==> src/design/wsfe_pkg.sv <==
// ----------------------------------------------------------------------------
// wsfe_pkg
// Shared types and constants of the websocket frame encoder: field widths,
// request codes, error codes and the byte job passed from front to back.
// ----------------------------------------------------------------------------
package wsfe_pkg;

    // field widths
    localparam int LEN_W  = 63;
    localparam int KEY_W  = 32;
    localparam int ERR_W  = 3;

    // longest byte job: header, length code, 8 length bytes, 4 key bytes
    localparam int JOB_BYTES = 14;
    localparam int JOB_W     = JOB_BYTES * 8;
    localparam int CNT_W     = $clog2(JOB_BYTES + 1);

    // default depth of the job queue
    localparam int QUEUE_DEPTH = 2;

    // request kinds
    localparam logic FUNC_START   = 1'b0;
    localparam logic FUNC_PAYLOAD = 1'b1;

    // error codes
    localparam logic [ERR_W-1:0] ERR_NONE      = 3'd0;
    localparam logic [ERR_W-1:0] ERR_RSV       = 3'd1;
    localparam logic [ERR_W-1:0] ERR_OPCODE    = 3'd2;
    localparam logic [ERR_W-1:0] ERR_CTRL_LEN  = 3'd3;
    localparam logic [ERR_W-1:0] ERR_CTRL_FRAG = 3'd4;
    localparam logic [ERR_W-1:0] ERR_STRAY     = 3'd5;

    // header constants
    localparam logic [3:0] OP_FIELD_BITS = 4'h0F;
    localparam logic [3:0] OP_BINARY     = 4'd2;
    localparam logic [3:0] OP_CLOSE      = 4'd8;
    localparam logic [3:0] OP_PONG       = 4'd10;
    localparam logic [6:0] LEN7_MAX      = 7'd125;
    localparam logic [6:0] LEN16_CODE    = 7'd126;
    localparam logic [6:0] LEN64_CODE    = 7'd127;

    // one unit of work for the byte serializer
    typedef struct packed {
        logic [JOB_W-1:0] bytes;     // first wire byte in the top bits
        logic [CNT_W-1:0] count;     // number of bytes, 1 to JOB_BYTES
        logic             frame_end; // last byte closes the frame
        logic [ERR_W-1:0] err;
    } t_job;

endpackage

==> src/design/wsfe_if.sv <==
// ----------------------------------------------------------------------------
// wsfe_if
// Valid/ready channels of the frame encoder: request input and byte output.
// ----------------------------------------------------------------------------
interface wsfe_in_if;
    import wsfe_pkg::*;

    logic             valid;
    logic             ready;
    logic             func;
    logic [7:0]       header_byte;
    logic             masked;
    logic [KEY_W-1:0] mask_key;
    logic [LEN_W-1:0] payload_length;
    logic [7:0]       payload_byte;

    modport source (
        output valid, func, header_byte, masked, mask_key, payload_length, payload_byte,
        input  ready
    );
    modport sink (
        input  valid, func, header_byte, masked, mask_key, payload_length, payload_byte,
        output ready
    );
endinterface

interface wsfe_out_if;
    import wsfe_pkg::*;

    logic             valid;
    logic             ready;
    logic [7:0]       out_byte;
    logic             last;
    logic             frame_end;
    logic [ERR_W-1:0] error;

    modport source (
        output valid, out_byte, last, frame_end, error,
        input  ready
    );
    modport sink (
        input  valid, out_byte, last, frame_end, error,
        output ready
    );
endinterface

==> src/design/wsfe_front.sv <==
// ----------------------------------------------------------------------------
// wsfe_front
// Accepts requests, checks headers, tracks the open frame and masks payload
// bytes; turns each request into one byte job for the queue.
// ----------------------------------------------------------------------------
module wsfe_front (
    input  logic          i_clk,
    input  logic          i_rst_n,
    wsfe_in_if.sink       i_in,
    output logic          o_push_valid,
    input  logic          i_push_ready,
    output wsfe_pkg::t_job o_push_job
);
    import wsfe_pkg::*;

    // frame state
    logic             r_frame_open, n_frame_open;
    logic [LEN_W-1:0] r_bytes_left, n_bytes_left;
    logic [KEY_W-1:0] r_key_store,  n_key_store;
    logic             r_mask_on,    n_mask_on;
    logic [1:0]       r_key_phase,  n_key_phase;

    logic             accept;
    logic [3:0]       opcode;
    logic             is_ctrl;
    logic             op_ok;
    logic             len_short;
    logic             len_wide;
    logic [ERR_W-1:0] start_err;
    logic [KEY_W-1:0] key_sel;
    logic [KEY_W-1:0] key_shift;
    logic [7:0]       len_code;
    logic [LEN_W-1:0] left_dec;
    t_job             job;

    assign i_in.ready   = i_push_ready;
    assign accept       = i_in.valid && i_push_ready;
    assign o_push_valid = i_in.valid;
    assign o_push_job   = job;

    // header classification
    assign opcode    = i_in.header_byte[3:0] & OP_FIELD_BITS;
    assign is_ctrl   = opcode[3];
    assign op_ok     = (opcode <= OP_BINARY) || ((opcode >= OP_CLOSE) && (opcode <= OP_PONG));
    assign len_short = (i_in.payload_length <= LEN_W'(LEN7_MAX));
    assign len_wide  = |i_in.payload_length[LEN_W-1:16];

    always_comb begin
        priority if (i_in.header_byte[6:4] != 3'b000) begin
            start_err = ERR_RSV;
        end else if (!op_ok) begin
            start_err = ERR_OPCODE;
        end else if (is_ctrl && !len_short) begin
            start_err = ERR_CTRL_LEN;
        end else if (is_ctrl && !i_in.header_byte[7]) begin
            start_err = ERR_CTRL_FRAG;
        end else begin
            start_err = ERR_NONE;
        end
    end

    // key byte for the current payload index, first byte in the top bits
    assign key_shift = r_key_store >> {~r_key_phase, 3'b000};
    assign key_sel   = i_in.masked ? i_in.mask_key : '0;
    assign left_dec  = r_bytes_left - LEN_W'(1);

    // second header byte: mask bit and length or length code
    always_comb begin
        priority if (len_wide) begin
            len_code = {i_in.masked, LEN64_CODE};
        end else if (!len_short) begin
            len_code = {i_in.masked, LEN16_CODE};
        end else begin
            len_code = {i_in.masked, i_in.payload_length[6:0]};
        end
    end

    // next state and job
    always_comb begin
        n_frame_open = r_frame_open;
        n_bytes_left = r_bytes_left;
        n_key_store  = r_key_store;
        n_mask_on    = r_mask_on;
        n_key_phase  = r_key_phase;
        job          = '0;
        job.count    = CNT_W'(1);

        if (i_in.func == FUNC_PAYLOAD) begin
            if (!r_frame_open) begin
                job.err = ERR_STRAY;
            end else begin
                job.bytes[JOB_W-1 -: 8] = r_mask_on ? (i_in.payload_byte ^ key_shift[7:0])
                                                    : i_in.payload_byte;
                job.frame_end = (left_dec == '0);
                n_bytes_left  = left_dec;
                n_key_phase   = r_key_phase + 2'd1;
                n_frame_open  = (left_dec != '0);
            end
        end else begin
            n_frame_open = 1'b0;
            n_bytes_left = '0;
            n_key_phase  = 2'd0;
            if (start_err != ERR_NONE) begin
                job.err = start_err;
            end else begin
                n_mask_on     = i_in.masked;
                n_key_store   = key_sel;
                n_frame_open  = (i_in.payload_length != '0);
                n_bytes_left  = i_in.payload_length;
                job.frame_end = (i_in.payload_length == '0);
                priority if (len_wide) begin
                    job.bytes = {i_in.header_byte, len_code, 1'b0, i_in.payload_length,
                                 key_sel};
                    job.count = i_in.masked ? CNT_W'(14) : CNT_W'(10);
                end else if (!len_short) begin
                    job.bytes = {i_in.header_byte, len_code, i_in.payload_length[15:0],
                                 key_sel, 48'd0};
                    job.count = i_in.masked ? CNT_W'(8) : CNT_W'(4);
                end else begin
                    job.bytes = {i_in.header_byte, len_code, key_sel, 64'd0};
                    job.count = i_in.masked ? CNT_W'(6) : CNT_W'(2);
                end
            end
        end
    end

    // state registers
    always_ff @(posedge i_clk) begin
        if (!i_rst_n) begin
            r_frame_open <= 1'b0;
            r_bytes_left <= '0;
            r_key_store  <= '0;
            r_mask_on    <= 1'b0;
            r_key_phase  <= 2'd0;
        end else if (accept) begin
            r_frame_open <= n_frame_open;
            r_bytes_left <= n_bytes_left;
            r_key_store  <= n_key_store;
            r_mask_on    <= n_mask_on;
            r_key_phase  <= n_key_phase;
        end
    end

endmodule

==> src/design/wsfe_queue.sv <==
// ----------------------------------------------------------------------------
// wsfe_queue
// Short job queue between the front and the serializer.
// ----------------------------------------------------------------------------
module wsfe_queue #(
    parameter int DEPTH = wsfe_pkg::QUEUE_DEPTH
) (
    input  logic           i_clk,
    input  logic           i_rst_n,
    input  logic           i_push_valid,
    output logic           o_push_ready,
    input  wsfe_pkg::t_job i_push_job,
    output logic           o_pop_valid,
    input  logic           i_pop,
    output wsfe_pkg::t_job o_pop_job
);
    import wsfe_pkg::*;

    localparam int PTR_W = (DEPTH > 1) ? $clog2(DEPTH) : 1;
    localparam int CNT_QW = $clog2(DEPTH + 1);

    t_job              r_mem [DEPTH];
    logic [PTR_W-1:0]  r_wr_ptr, r_rd_ptr;
    logic [CNT_QW-1:0] r_count;
    logic              push, pop;

    assign o_push_ready = (r_count != CNT_QW'(DEPTH));
    assign o_pop_valid  = (r_count != '0);
    assign o_pop_job    = r_mem[r_rd_ptr];
    assign push         = i_push_valid && o_push_ready;
    assign pop          = i_pop && o_pop_valid;

    // storage
    always_ff @(posedge i_clk) begin
        if (push) begin
            r_mem[r_wr_ptr] <= i_push_job;
        end
    end

    // pointers and fill count
    always_ff @(posedge i_clk) begin
        if (!i_rst_n) begin
            r_wr_ptr <= '0;
            r_rd_ptr <= '0;
            r_count  <= '0;
        end else begin
            if (push) begin
                r_wr_ptr <= (r_wr_ptr == PTR_W'(DEPTH - 1)) ? '0 : r_wr_ptr + PTR_W'(1);
            end
            if (pop) begin
                r_rd_ptr <= (r_rd_ptr == PTR_W'(DEPTH - 1)) ? '0 : r_rd_ptr + PTR_W'(1);
            end
            if (push && !pop) begin
                r_count <= r_count + CNT_QW'(1);
            end else if (pop && !push) begin
                r_count <= r_count - CNT_QW'(1);
            end
        end
    end

endmodule

==> src/design/wsfe_back.sv <==
// ----------------------------------------------------------------------------
// wsfe_back
// Byte serializer: loads one job and shifts its bytes out onto the wire
// channel, one per accepted output request.
// ----------------------------------------------------------------------------
module wsfe_back (
    input  logic           i_clk,
    input  logic           i_rst_n,
    input  logic           i_job_valid,
    output logic           o_job_pop,
    input  wsfe_pkg::t_job i_job,
    wsfe_out_if.source     o_out
);
    import wsfe_pkg::*;

    logic [JOB_W-1:0] r_bytes;
    logic [CNT_W-1:0] r_count;
    logic             r_frame_end;
    logic [ERR_W-1:0] r_err;
    logic             fire;
    logic             take;

    // output register drives the channel
    assign o_out.valid     = (r_count != '0);
    assign o_out.out_byte  = r_bytes[JOB_W-1 -: 8];
    assign o_out.last      = (r_count == CNT_W'(1));
    assign o_out.frame_end = (r_count == CNT_W'(1)) && r_frame_end;
    assign o_out.error     = r_err;

    assign fire      = o_out.valid && o_out.ready;
    assign take      = (r_count == '0) || ((r_count == CNT_W'(1)) && o_out.ready);
    assign o_job_pop = take && i_job_valid;

    // payload of the current job
    always_ff @(posedge i_clk) begin
        if (o_job_pop) begin
            r_bytes     <= i_job.bytes;
            r_frame_end <= i_job.frame_end;
            r_err       <= i_job.err;
        end else if (fire) begin
            r_bytes <= {r_bytes[JOB_W-9:0], 8'd0};
        end
    end

    // bytes left in the current job
    always_ff @(posedge i_clk) begin
        if (!i_rst_n) begin
            r_count <= '0;
        end else if (o_job_pop) begin
            r_count <= i_job.count;
        end else if (fire) begin
            r_count <= r_count - CNT_W'(1);
        end
    end

endmodule

==> src/design/websocket_frame_encoder_core.sv <==
// Path: the job of an accepted request is written into the job queue, then loaded
// into the serializer registers, which drive its first wire byte.
// Throughput: one payload request per cycle while the output is ready; a start
// request holds the byte serializer until all bytes of its job (1 to 14) are sent.
// The front keeps accepting while the job queue has room, so a stalled output
// backs up into the queue before the input sees ready drop.
// Reset: synchronous, active low; clears the frame state, the queue and the output.
// ----------------------------------------------------------------------------
// websocket_frame_encoder_core
// Websocket frame encoder: header checks and framing in front, queue, byte
// serializer at the back.
// ----------------------------------------------------------------------------
module websocket_frame_encoder_core #(
    parameter int QUEUE_DEPTH = wsfe_pkg::QUEUE_DEPTH
) (
    input  logic        i_clk,
    input  logic        i_rst_n,
    wsfe_in_if.sink     i_in,
    wsfe_out_if.source  o_out
);
    import wsfe_pkg::*;

    logic push_valid, push_ready;
    logic pop_valid,  pop;
    t_job push_job,   pop_job;

    // request classification and frame state
    wsfe_front u_front (
        .i_clk        (i_clk),
        .i_rst_n      (i_rst_n),
        .i_in         (i_in),
        .o_push_valid (push_valid),
        .i_push_ready (push_ready),
        .o_push_job   (push_job)
    );

    // job queue
    wsfe_queue #(
        .DEPTH (QUEUE_DEPTH)
    ) u_queue (
        .i_clk        (i_clk),
        .i_rst_n      (i_rst_n),
        .i_push_valid (push_valid),
        .o_push_ready (push_ready),
        .i_push_job   (push_job),
        .o_pop_valid  (pop_valid),
        .i_pop        (pop),
        .o_pop_job    (pop_job)
    );

    // byte serializer
    wsfe_back u_back (
        .i_clk       (i_clk),
        .i_rst_n     (i_rst_n),
        .i_job_valid (pop_valid),
        .o_job_pop   (pop),
        .i_job       (pop_job),
        .o_out       (o_out)
    );

endmodule

==> src/flat_wrapper.sv <==
// flat-port wrapper written by rule: the top's interface ports become plain ports
module websocket_frame_encoder_core_flat import wsfe_pkg::*;
#(
    parameter int QUEUE_DEPTH = wsfe_pkg::QUEUE_DEPTH
)
  (i_clk, i_rst_n, i_in_valid, i_in_func, i_in_header_byte, i_in_masked, i_in_mask_key, i_in_payload_length, i_in_payload_byte, i_in_ready, o_out_valid, o_out_out_byte, o_out_last, o_out_frame_end, o_out_error, o_out_ready);
  wsfe_in_if i_in_i ();
  wsfe_out_if o_out_i ();
  input  logic i_clk;
  input  logic i_rst_n;
  input wire logic [$bits(i_in_i.valid)-1:0] i_in_valid;
  input wire logic [$bits(i_in_i.func)-1:0] i_in_func;
  input wire logic [$bits(i_in_i.header_byte)-1:0] i_in_header_byte;
  input wire logic [$bits(i_in_i.masked)-1:0] i_in_masked;
  input wire logic [$bits(i_in_i.mask_key)-1:0] i_in_mask_key;
  input wire logic [$bits(i_in_i.payload_length)-1:0] i_in_payload_length;
  input wire logic [$bits(i_in_i.payload_byte)-1:0] i_in_payload_byte;
  output wire logic [$bits(i_in_i.ready)-1:0] i_in_ready;
  output wire logic [$bits(o_out_i.valid)-1:0] o_out_valid;
  output wire logic [$bits(o_out_i.out_byte)-1:0] o_out_out_byte;
  output wire logic [$bits(o_out_i.last)-1:0] o_out_last;
  output wire logic [$bits(o_out_i.frame_end)-1:0] o_out_frame_end;
  output wire logic [$bits(o_out_i.error)-1:0] o_out_error;
  input wire logic [$bits(o_out_i.ready)-1:0] o_out_ready;
  assign i_in_i.valid = i_in_valid;
  assign i_in_i.func = i_in_func;
  assign i_in_i.header_byte = i_in_header_byte;
  assign i_in_i.masked = i_in_masked;
  assign i_in_i.mask_key = i_in_mask_key;
  assign i_in_i.payload_length = i_in_payload_length;
  assign i_in_i.payload_byte = i_in_payload_byte;
  assign i_in_ready = i_in_i.ready;
  assign o_out_valid = o_out_i.valid;
  assign o_out_out_byte = o_out_i.out_byte;
  assign o_out_last = o_out_i.last;
  assign o_out_frame_end = o_out_i.frame_end;
  assign o_out_error = o_out_i.error;
  assign o_out_i.ready = o_out_ready;
  websocket_frame_encoder_core #(.QUEUE_DEPTH(QUEUE_DEPTH)) u_core (.i_clk(i_clk), .i_rst_n(i_rst_n), .i_in(i_in_i), .o_out(o_out_i));
endmodule
==> config.mk <==
export PLATFORM = sky130hd
export DESIGN_NAME = websocket_frame_encoder_core_flat
export DESIGN_NICKNAME = d
export VERILOG_FILES = /design/src/design/wsfe_pkg.sv /design/src/design/wsfe_if.sv /design/src/design/wsfe_front.sv /design/src/design/wsfe_queue.sv /design/src/design/wsfe_back.sv /design/src/design/websocket_frame_encoder_core.sv /design/src/flat_wrapper.sv
export SDC_FILE = /design/constraint.sdc
export NUM_CORES = 1
export LEC_CHECK = 0
export BUFFER_PORTS_ARGS = -buffer_cell sky130_fd_sc_hd__buf_2
export CORE_UTILIZATION = 40
export CTS_CLUSTER_DIAMETER = 40
export CTS_CLUSTER_SIZE = 40
export DETAILED_ROUTE_END_ITERATION = 10
export PLACE_DENSITY = 0.62
export SYNTH_ARGS = -nofsm -noshare
export SYNTH_HDL_FRONTEND = slang
export SYNTH_SLANG_ARGS = --single-unit
export TNS_END_PERCENT = 1
==> constraint.sdc <==
create_clock -name i_clk -period 8.5 [get_ports i_clk]
set_input_delay 1.7 -clock i_clk [delete_from_list [all_inputs] [get_ports i_clk]]
set_output_delay 1.7 -clock i_clk [all_outputs]
set_load 0.005 [all_outputs]
==> results.yml <==
run_status:
  status: "finished, final reports clean"
logic_synthesis:
  async_reset_ff_share_pct: 0
  synthCells: 1932
  synth_adder_area_share_pct: 0.3495
  synth_most_common_cell: "edfxtp_1"
  synthTopCellsByCount: "edfxtp_1, nand2_1, o21ai_0, nor2_1, mux2i_1"
  synth_edf_count: 356
  netlist_area_mm2: 0.02148
  synth_compound_area_share_pct: 11.54
  synth_xor_area_share_pct: 2.079
  yosys-top-cells-area: "edfxtp_1, dfxtp_1, mux2i_1"
  synth_top_family_by_area: "simple AND/OR/NAND/NOR gates"
  netlist.area_leader.share_pct: 49.77
  ys_seq_area_share_pct: 59.83
  ys_ff_latch: 464
  yosysTopAreaCell: "edfxtp_1"
  syn-num-nets: 2055
  synth.distinct_cells: 88
  ys_warn_count: 0
  syn_avg_cell_area_um2: 11.12
  synthMuxAreaShare_pct: 6.984
  synth_ff_type: "edfxtp_1"
  synthSimpleGateAreaFrac_pct: 15.86
layout:
  final_nets: 2136
  syn_to_final_growth_pct: 15.68
  regArea_mm2: 0.01286
  nFillCells: 4862
  drive_above_1_share_pct: 15.79
  multi_input_area_mm2: 0.007955
global_route:
  antenna_found_initial: 2
  gr-total-overflow: 0
  grt_pass1_vias: 15418
  grt_max_degree: 121
  grt_usage_pct: 24.85
  grt_pass1_wl_mm: 99.60
critical_path:
  cp_max_fo: 46
  end_kind: "flop"
  worstSetupPathType: "input pin to flop"
  worstPathRequired_ps: 8920
  cp.arrival_ps: 6140
  start_kind: "input pin"
die:
  dieArea_mm2: 0.05463
  core_mm2: 0.05276
  initial_core_util_pct: 40.71
  ios: 132
  rows: 84
  die_width_um: 233.7
  die_height_um: 233.7
job:
  cap_viol_max_count: 0
clock_tree:
  cts_tree: "built"
  cts_sinks: 464
  clkLatencyLatePin_ps: 600
  cts_setup_buffers: 0
  ctsResizeCount: 0
  cts_hold_buffers: 0
  clk_pin_slew_ps: 50
  cts-buffers-inserted: 67
  root_buffer: "clkbuf_16"
  cts_buffer_depth: 3
  htreeDepth: 3
timing:
  slew_violations: 0
  period_share_pct: 67.23
  hold_viol_final: 0
  worstMarginPinSlew_ps: 1330
  setup_viol: 0
  tns_ps: 0
  hold-worst-slack_ps: 448.6
  timing.fmax_mhz: 175.0
  grt_setup_unrepaired: "false"
  max_slew_margin_pct: 11.22
  skew_ps: 35.43
  period_needed_ps: 5715
detailed_routing:
  ant_nets: 0
  wl_per_cell_um: 24.71
  drc: 0
  vias: 16104
  wirelength_mm: 68.03
  firstDrtPassIters: 8
  drtIter0Drc: 1845
  viasPerCell: 5.850
pwr:
  power.density_mw_per_mm2: 331.7
  ir_worst_vdd_uv: 265.6
  leakagePower_nw: 8.897
placement:
  io_buffers: 131
  dpl.hpwl_mm: 46.58
  gp_congestion: 0.9534
worst_hold_path:
  hold_path.class: "flop to flop"
worst paths after layout:
path                                  startpoint                       endpoint  slack [ps]  cells after the start
setup / recovery         i_in_payload_length[37]    u_core.u_queue.r_mem[0][67]        2790                     11
hold / removal     u_core.u_front.r_key_store[2]  u_core.u_front.r_key_store[2]         450                      2
setup reg to reg  u_core.u_front.r_bytes_left[0]     u_core.u_queue.r_mem[0][3]        4040                     10
hold reg to reg    u_core.u_front.r_key_store[2]  u_core.u_front.r_key_store[2]         450                      2
state kept, by name, indices dropped and copies added (netlist names), 2 cells and up, named ones only:
signal and count:
u_core.u_queue.r_mem 240, u_core.u_back.o_out.error 3, u_core.u_queue.r_count 2, u_core.u_back.r_count 4, u_core.u_front.r_key_store 32, u_core.u_back.r_bytes 112
u_core.u_front.r_key_phase 2, u_core.u_front.r_bytes_left 63
cells by family after synthesis:
kind of cell / Yosys count
compound gates: 415
mux: 139
buf+inv: 172
xor+xnor: 51
flops: 464
fa+ha+maj: 6
simple gates: 685
per-stage QoR:
step	instance area (um2)	setup slack (ps)	cells	total power, mW	utilization, %
5_1_grt	24850	2608	2752	8.648	47.09
6_report	24850	2785	2753	8.242	47.10
3_5_place_dp	22630	2339	2632	5.574	42.88
2_1_floorplan	21480	1108	1932	4.920	-
3_3_place_gp	22630	2563	2632	5.534	42.88
4_1_cts	24850	2939	2752	8.311	47.09
metal layers:
layer  vias to the layer above  GRT usage (%)  wire [um]
met3                       125          4.949       5240
li1                       7368              -          -
met5                         -              0          8
met4                         2          11.69       2786
met2                       664          39.00      31820
met1                      7945          33.03      28170
where the power goes:
| part | total, mW | switching [mW] | internal [mW] |
|---|---|---|---|
| clock network | 2.73 | 1.08 | 1.66 |
| logic | 2.04 | 1.40 | 0.636 |
| registers | 3.47 | 0.236 | 3.24 |
cells in the final DEF (no fill, tap or decap), types with 6 or more instances in the layout:
| cell type | count |
|---|---|
| a211oi_1 | 7 |
| a21oi_1 | 110 |
| a221oi_1 | 14 |
| a22o_1 | 14 |
| a31oi_1 | 18 |
| a32oi_1 | 7 |
| and2_1 | 27 |
| and3_1 | 40 |
| buf_2 | 131 |
| buf_4 | 22 |
| clkbuf_1 | 10 |
| clkbuf_16 | 70 |
| clkinv_2 | 8 |
| dfxtp_1 | 107 |
| edfxtp_1 | 356 |
| ha_1 | 6 |
| inv_1 | 26 |
| inv_6 | 11 |
| mux2_2 | 7 |
| mux2i_1 | 124 |
| mux4_2 | 8 |
| nand2_1 | 239 |
| nand3_1 | 62 |
| nand4_1 | 17 |
| nor2_1 | 142 |
| nor3_1 | 35 |
| nor4_1 | 41 |
| o21ai_0 | 177 |
| o22ai_1 | 10 |
| or3_1 | 17 |
| or4_1 | 12 |
| xnor2_1 | 19 |
| xor2_1 | 32 |
layout make-up:
| type | instances | share of cell area [%] |
|---|---|---|
| Sequential cell | 464 | 51.74 |
| Timing Repair Buffer | 154 | 3.384 |
| Multi-Input combinational cell | 1296 | 32.01 |
| Clock buffer | 83 | 7.367 |
| Antenna cell | 1 | 0.01007 |
| Inverter | 30 | 0.4532 |
| Tap cell | 688 | 3.464 |
| Clock inverter | 37 | 1.571 |
critical path: stages:
cell and delay (ps):
buf_2 140, nor4_1 560, nand4_1 230, or3_1 410, buf_4 230, o31ai_2 500, and2_1 230, buf_4 500
nand2_1 310, nor2_1 1000, a22o_1 290
(Power assumes the default switching activity.)
